**config.mk**
```make
export PLATFORM = sky130hd
export DESIGN_NAME = padded_decimal_formatter
export DESIGN_NICKNAME = d
export VERILOG_FILES = /design/src/rtl/core/pdf_pkg.sv /design/src/rtl/core/pdf_sub_unit.sv /design/src/rtl/core/pdf_ctrl.sv /design/src/rtl/core/padded_decimal_formatter.sv
export SDC_FILE = /design/constraint.sdc
export NUM_CORES = 1
export LEC_CHECK = 0
export ABC_AREA = 0
export BUFFER_PORTS_ARGS = -buffer_cell sky130_fd_sc_hd__buf_4
export CAP_MARGIN = 20
export CORE_ASPECT_RATIO = 0.8
export CORE_MARGIN = 2
export CORE_UTILIZATION = 50
export DETAILED_ROUTE_END_ITERATION = 16
export PLACE_DENSITY = 0.73
export SYNTH_ARGS = -nofsm -noshare
export SYNTH_HDL_FRONTEND = slang
export SYNTH_HIERARCHICAL = 1
export SYNTH_SLANG_ARGS = --single-unit
```
**constraint.sdc**
```tcl
create_clock -name clk -period 4.7 [get_ports clk]
set_input_delay 0.47 -clock clk [delete_from_list [all_inputs] [get_ports clk]]
set_output_delay 0.47 -clock clk [all_outputs]
set_load 0.02 [all_outputs]
```
**src/rtl/core/pdf_pkg.sv**
```systemverilog
// ----------------------------------------------------------------------------
// pdf_pkg
// shared types, constants and the divisor table of the decimal formatter
// ----------------------------------------------------------------------------
package pdf_pkg;

	localparam int unsigned NUM_DIGITS = 5;
	localparam logic [2:0] MAX_WIDTH = 3'd5;
	localparam logic [2:0] LAST_POS = 3'd4;
	localparam logic [2:0] DONE_POS = 3'd5;

	localparam logic [7:0] CHAR_MINUS = 8'h2d;
	localparam logic [7:0] CHAR_ZERO = 8'h30;
	localparam logic [7:0] CHAR_SPACE = 8'h20;

	typedef enum logic [2:0] {
		ST_IDLE,
		ST_DIVIDE,
		ST_SIGN,
		ST_PAD,
		ST_DIGIT
	} state_t;

	typedef enum logic [1:0] {
		SEL_SIGN,
		SEL_PAD,
		SEL_DIGIT
	} char_sel_t;

	// control from the sequencer to the datapath
	typedef struct packed {
		logic load;
		logic step;
		logic emit;
		char_sel_t sel;
		logic last;
	} ctrl_t;

	// status from the datapath to the sequencer
	typedef struct packed {
		logic start;
		logic div_done;
		logic neg;
		logic pads_zero;
		logic pad_last;
		logic digit_last;
	} status_t;

	// power of ten for one digit position, most significant first
	function automatic logic [15:0] divisor(input logic [2:0] pos);
		logic [15:0] d;
		case (pos)
			3'd0: d = 16'd10000;
			3'd1: d = 16'd1000;
			3'd2: d = 16'd100;
			3'd3: d = 16'd10;
			3'd4: d = 16'd1;
			default: d = 16'd1;
		endcase
		return d;
	endfunction

endpackage

```
**src/rtl/core/pdf_sub_unit.sv**
```systemverilog
// ----------------------------------------------------------------------------
// pdf_sub_unit
// shared compare and subtract against the power of ten of one digit position
// ----------------------------------------------------------------------------
module pdf_sub_unit (
	input  logic [15:0] x,
	input  logic [2:0]  pos,
	output logic        ge,
	output logic [15:0] diff
);
	import pdf_pkg::*;

	logic [16:0] sub;

	assign sub  = {1'b0, x} - {1'b0, divisor(pos)};
	assign ge   = ~sub[16];
	assign diff = sub[15:0];

endmodule

```
**src/rtl/core/pdf_ctrl.sv**
```systemverilog
// ----------------------------------------------------------------------------
// pdf_ctrl
// sequencer: digit extraction, then sign, pad and digit emission
// ----------------------------------------------------------------------------
module pdf_ctrl (
	input  logic             clk,
	input  logic             arst_n,
	input  pdf_pkg::status_t status,
	output pdf_pkg::ctrl_t   ctrl,
	output logic             busy
);
	import pdf_pkg::*;

	state_t state_q;
	state_t state_d;

	always_ff @(posedge clk or negedge arst_n) begin
		if (!arst_n) begin
			state_q <= ST_IDLE;
		end else begin
			state_q <= state_d;
		end
	end

	always_comb begin
		state_d = state_q;
		case (state_q)
			ST_IDLE: begin
				if (status.start) begin
					state_d = ST_DIVIDE;
				end
			end
			ST_DIVIDE: begin
				if (status.div_done) begin
					if (status.neg) begin
						state_d = ST_SIGN;
					end else if (!status.pads_zero) begin
						state_d = ST_PAD;
					end else begin
						state_d = ST_DIGIT;
					end
				end
			end
			ST_SIGN: begin
				state_d = status.pads_zero ? ST_DIGIT : ST_PAD;
			end
			ST_PAD: begin
				if (status.pad_last) begin
					state_d = ST_DIGIT;
				end
			end
			ST_DIGIT: begin
				if (status.digit_last) begin
					state_d = ST_IDLE;
				end
			end
			default: state_d = ST_IDLE;
		endcase
	end

	always_comb begin
		ctrl      = '0;
		ctrl.sel  = SEL_DIGIT;
		busy      = 1'b1;
		case (state_q)
			ST_IDLE: begin
				busy      = 1'b0;
				ctrl.load = status.start;
			end
			ST_DIVIDE: begin
				ctrl.step = ~status.div_done;
			end
			ST_SIGN: begin
				ctrl.emit = 1'b1;
				ctrl.sel  = SEL_SIGN;
			end
			ST_PAD: begin
				ctrl.emit = 1'b1;
				ctrl.sel  = SEL_PAD;
			end
			ST_DIGIT: begin
				ctrl.emit = 1'b1;
				ctrl.sel  = SEL_DIGIT;
				ctrl.last = status.digit_last;
			end
			default: begin
				busy = 1'b1;
			end
		endcase
	end

endmodule

```
**src/rtl/core/padded_decimal_formatter.sv**
```systemverilog
// ----------------------------------------------------------------------------
// padded_decimal_formatter
// 16-bit value to padded ascii decimal text, one character per strobe
// ----------------------------------------------------------------------------
// channel   signals                                   transfer
// command   start, value, is_signed, pad_width,       start high, busy low
//           zero_pad, busy
// result    out_valid, out_char, last_char            every cycle out_valid high
//
// an item is loaded, then its digits are found by repeated subtraction in the
// shared subtract unit, one digit position after another, most significant
// first, then its characters (one to six) are emitted back to back
// busy stays high from the load until the final character is registered
// results cannot be stalled; each character is shown for one cycle only
// arst_n clears the sequencer and the result strobe
// ----------------------------------------------------------------------------
module padded_decimal_formatter (
	input  logic        clk,
	input  logic        arst_n,
	input  logic        start,
	output logic        busy,
	input  logic [15:0] value,
	input  logic        is_signed,
	input  logic [2:0]  pad_width,
	input  logic        zero_pad,
	output logic        out_valid,
	output logic [7:0]  out_char,
	output logic        last_char
);
	import pdf_pkg::*;

	ctrl_t   ctrl;
	status_t status;

	// working magnitude and per-item settings
	logic [15:0] x_q;
	logic        neg_q;
	logic [2:0]  width_q;
	logic        zpad_q;

	// digit extraction
	logic [2:0]  pos_q;
	logic [3:0]  cnt_q;
	logic        started_q;
	logic [2:0]  first_q;
	logic [3:0]  dig_q [NUM_DIGITS];

	// emission counters
	logic [2:0]  pc_q;
	logic [2:0]  dp_q;

	// result register
	logic        out_valid_q;
	logic [7:0]  out_char_q;
	logic        last_q;

	logic        ge;
	logic [15:0] diff;
	logic [2:0]  nd;
	logic [2:0]  pads;
	logic        neg_in;
	logic [15:0] mag_in;
	logic [7:0]  char_d;

	pdf_sub_unit u_sub (
		.x    (x_q),
		.pos  (pos_q),
		.ge   (ge),
		.diff (diff)
	);

	pdf_ctrl u_ctrl (
		.clk    (clk),
		.arst_n (arst_n),
		.status (status),
		.ctrl   (ctrl),
		.busy   (busy)
	);

	// magnitude of the input, modulo 2^16 so the most negative value stays exact
	assign neg_in = is_signed & value[15];
	assign mag_in = neg_in ? (~value + 16'd1) : value;

	// significant digit count and pad characters still owed
	assign nd   = DONE_POS - first_q;
	assign pads = (width_q > nd) ? (width_q - nd) : 3'd0;

	assign status.start      = start;
	assign status.div_done   = (pos_q == DONE_POS);
	assign status.neg        = neg_q;
	assign status.pads_zero  = (pads == 3'd0);
	assign status.pad_last   = ((pc_q + 3'd1) == pads);
	assign status.digit_last = (dp_q == LAST_POS);

	always_ff @(posedge clk) begin
		if (ctrl.load) begin
			x_q       <= mag_in;
			neg_q     <= neg_in;
			width_q   <= (pad_width > MAX_WIDTH) ? MAX_WIDTH : pad_width;
			zpad_q    <= zero_pad;
			pos_q     <= 3'd0;
			cnt_q     <= 4'd0;
			started_q <= 1'b0;
			first_q   <= LAST_POS;
		end else if (ctrl.step) begin
			if (ge) begin
				// one more multiple of this power of ten
				x_q   <= diff;
				cnt_q <= cnt_q + 4'd1;
			end else begin
				// digit finished: store it and note the first nonzero position
				dig_q[pos_q] <= cnt_q;
				if ((cnt_q != 4'd0) && !started_q) begin
					first_q   <= pos_q;
					started_q <= 1'b1;
				end
				pos_q <= pos_q + 3'd1;
				cnt_q <= 4'd0;
			end
		end
	end

	// pad counter and digit pointer
	always_ff @(posedge clk) begin
		if (ctrl.load) begin
			pc_q <= 3'd0;
		end else if (ctrl.emit && (ctrl.sel == SEL_PAD)) begin
			pc_q <= pc_q + 3'd1;
		end
		if (ctrl.emit && (ctrl.sel == SEL_DIGIT)) begin
			dp_q <= dp_q + 3'd1;
		end else begin
			dp_q <= first_q;
		end
	end

	// character selection
	always_comb begin
		case (ctrl.sel)
			SEL_SIGN:  char_d = CHAR_MINUS;
			SEL_PAD:   char_d = zpad_q ? CHAR_ZERO : CHAR_SPACE;
			SEL_DIGIT: char_d = CHAR_ZERO | {4'd0, dig_q[dp_q]};
			default:   char_d = CHAR_ZERO;
		endcase
	end

	always_ff @(posedge clk or negedge arst_n) begin
		if (!arst_n) begin
			out_valid_q <= 1'b0;
		end else begin
			out_valid_q <= ctrl.emit;
		end
	end

	always_ff @(posedge clk) begin
		out_char_q <= char_d;
		last_q     <= ctrl.last;
	end

	assign out_valid = out_valid_q;
	assign out_char  = out_char_q;
	assign last_char = last_q;

endmodule
```
==> results.json <==
{
  "start_util_pct": 50.60,
  "drt_iter0_markers": 152,
  "multiInputGateArea_um2": 2261,
  "clk_pin_slew_worst_paths_ps": 80,
  "synth_seq_cells": 68,
  "seqCellArea_um2": 1792,
  "skew_ps": 10.26,
  "die_h_um": 86.32,
  "p_comb_share_pct": 52.2,
  "rsz0062_at_grt": "no",
  "min_period_ps": 3740,
  "power_density_nw_per_um2": 727.2,
  "root_buffer": "clkbuf_8",
  "wire_per_inst_um": 14.18,
  "critPathKind": "reg2reg",
  "fin_nets": 502,
  "worstPathRequired_ps": 4690,
  "fp.dieW_um": 106.9,
  "yosysWarnings": 6,
  "irDropWorstVdd_mv": 0.2719,
  "setup_violations": 0,
  "io_pins": 35,
  "async_flop_share_pct": 5.882,
  "met1_usage_pct": 24.41,
  "tightestPinTransition_ps": 770.5,
  "grt_pass1_vias": 3004,
  "final_cell_count_no_fill": 570,
  "place.gp.congestion": 0.8739,
  "hold_viol_final": 0,
  "syn_avg_cell_area_um2": 9.989,
  "synth_top_area_share_pct": 29.07,
  "hold_class": "in2reg",
  "port-buffer-count": 31,
  "placedCellCount": 553,
  "start_kind": "flop",
  "status": "complete, no violations",
  "die_area_um2": 9228,
  "ant_nets": 0,
  "postLayoutCoreUtil_pct": 57.12,
  "antenna_found_initial": 0,
  "synth-main-ff-cell": "edfxtp_1",
  "intPower_mw": 2.016,
  "holdPathEnd": "zpad_q",
  "antenna_cells": 0,
  "drive_above_1_share_pct": 17.03,
  "fp-row-count": 30,
  "grt_max_degree": 54,
  "r2r-end": "dig_q[0][0]",
  "p_sw_mw": 1.461,
  "cts_tree": "built",
  "seqPwrFrac_pct": 32.0,
  "arrival_ps": 3730,
  "slew_viol_final": 0,
  "core_um2": 8371,
  "p_leak_nw": 1.965,
  "dr.pass1.iters": 4,
  "synth_edf_count": 41,
  "grt_util_met3_pct": 5.714,
  "synth_cell_type_count": 69,
  "via_per_inst": 5.502,
  "drc": 0,
  "clkPwrFrac_pct": 15.8,
  "synth_top_area_cell": "edfxtp_1",
  "cts_num_sinks": 68,
  "synthTopCellsByArea": "edfxtp_1 29%, dfxtp_1 11%, ha_1 6.8%, nor2_1 4.4%, a21oi_1 4.4%",
  "dp_hpwl_mm": 6.003,
  "design_area_um2": 4781,
  "max_freq_ghz": 0.2674,
  "ys_seq_area_share_pct": 42.30,
  "slew_headroom_pct": 48.63,
  "r2r_cells": 13,
  "switching_share_pct": 42.01,
  "grt_pass1_wl_mm": 13.79,
  "syn_to_final_growth_pct": 12.88,
  "worstSetupEndpointType": "flop",
  "total_power_mw": 3.477,
  "min-delay-start": "zero_pad",
  "track_usage_pct": 19.08,
  "cts_made_buffers": 9,
  "insertion_delay_ps": 350,
  "placed_cell_area_um2": 4542,
  "whs_path_depth": 1,
  "timing.final.crit_share_pct": 79.56,
  "syn_area_um2": 4235,
  "vias": 3136,
  "wirelength_mm": 8.081,
  "grt_util_met2_pct": 31.62,
  "n_fill_cell": 716,
  "top_usage_layer": "met2",
  "r2r_slack_ps": 960,
  "maxCapViolCount": 0,
  "syn_inst": 424,
  "cp_max_fo": 10,
  "fin_tns_setup_ps": 0,
  "cts.htree.levels": 3,
  "timing.rr.start": "pos_q[1]",
  "overflow": 0,
  "clockBufferDepth": 2
}
power by group through the flow:
stage,logic [mW],clock network [mW],registers [mW]
5_1_grt,2.05,0.591,1.14
2_1_floorplan,1.44,0,1.06
6_report,1.81,0.551,1.11
4_1_cts,1.81,0.566,1.11
3_5_place_dp,1.79,0,1.12
3_3_place_gp,1.75,0,1.12
cell families (layout without fill, tap and decap cells):
kind of cell,Yosys count,after routing,share of synthesized area [%]
AND/OR/NAND/NOR,148,148,18.79
AO/OA/AOI/OAI,84,84,13.62
XOR/XNOR,35,35,7.238
buffers and inverters,44,77,4.579
multiplexers,18,18,5.554
flip-flops,68,68,42.30
other,2,3,0.1773
adder cells (fa/ha/maj),25,25,7.740
layout make-up:
cell class | instances | share of cell area [%]
multi-input cells | 313 | 47.29
inverters | 27 | 2.120
clock buffers | 9 | 2.591
repair buffers | 34 | 5.391
flip-flops and latches | 68 | 37.48
well taps | 112 | 2.931
clock inverters | 7 | 2.198
layer usage:
layer  up-vias  wire length, um
met2        94             3771
met3         8              575
met1      1457             3665
met4         0               69
met5         -                0
li1       1577                -
stage by stage:
step                      worst slack [ps]  hold WS [ps]
after floorplan                       1386         174.4
after global placement                1145         265.5
after detailed placement              1021         266.4
after CTS                            992.7         281.4
after global routing                 660.4         277.1
final                                960.5         295.1
worst max-delay path by stage:
stage / cells past startpoint / to / slack, ps / startpoint
3_5_place_dp: 13 / dig_q[0][3] / 1020 / pos_q[1]
2_1_floorplan: 13 / dig_q[0][0] / 1390 / pos_q[1]
3_3_place_gp: 13 / dig_q[0][2] / 1140 / pos_q[1]
6_report: 13 / dig_q[0][0] / 960 / pos_q[1]
4_1_cts: 13 / dig_q[0][0] / 990 / pos_q[1]
5_1_grt: 13 / dig_q[0][0] / 660 / pos_q[1]
worst max-delay path: stages, from the launching register on:
cell and delay (ps):
dfxtp_1 520, inv_1 90, or3_1 380, and2_1 190
ha_1 330, a21oi_1 270, nand2_1 80, o21ai_0 210
and3_1 190, nor2_1 90, inv_2 100, nand2_1 150
or3_1 370, nor3_1 420
cell usage after synthesis, drive strengths merged (2+ instances only):
library cell / number
conb: 2
a31oi: 3
or2: 2
a211oi: 4
a21o: 4
fa: 2
nand4b: 2
nor3b: 2
or4: 2
and2: 3
nand3: 9
a41oi: 2
mux2: 4
o31ai: 4
xor2: 14
nor2b: 5
dfxtp: 23
or3: 6
clkbuf: 10
nand2b: 7
mux4: 4
nor2: 51
dfrtp: 4
buf: 7
nor3: 10
o21ai: 12
nor4: 4
and3: 7
edfxtp: 41
o211ai: 3
xnor2: 21
a21oi: 38
nand3b: 6
ha: 23
inv: 26
mux2i: 10
nand2: 27
o211a: 2
state kept, by name, summed over array words and instances (netlist names):
| name | count |
|---|---|
| dig_q | 20 |
| x_q | 16 |
| out_char | 5 |
| cnt_q | 4 |
| dp_q | 3 |
| first_q | 3 |
| pc_q | 3 |
| pos_q | 3 |
| u_ctrl/state_q | 3 |
| width_q | 3 |
| last_char | 1 |
| neg_q | 1 |
| out_valid | 1 |
| started_q | 1 |
| zpad_q | 1 |
cell usage in the layout, fill, tap and decap left out, types with 10 or more instances in the layout:
cell type,instances
dfxtp_1,23
nor2_1,49
nand2_1,27
a21oi_1,37
xnor2_1,21
ha_1,23
mux2i_1,10
edfxtp_1,41
buf_4,33
xor2_1,14
inv_1,22
timing repair:
item | CTS | global route
gates resized for setup | 0 | 0
buffers inserted | 0 | 0
endpoints found under the hold margin | 4 | 0
hold buffers | 1 | 0
Power figures use the tool's default switching activity.
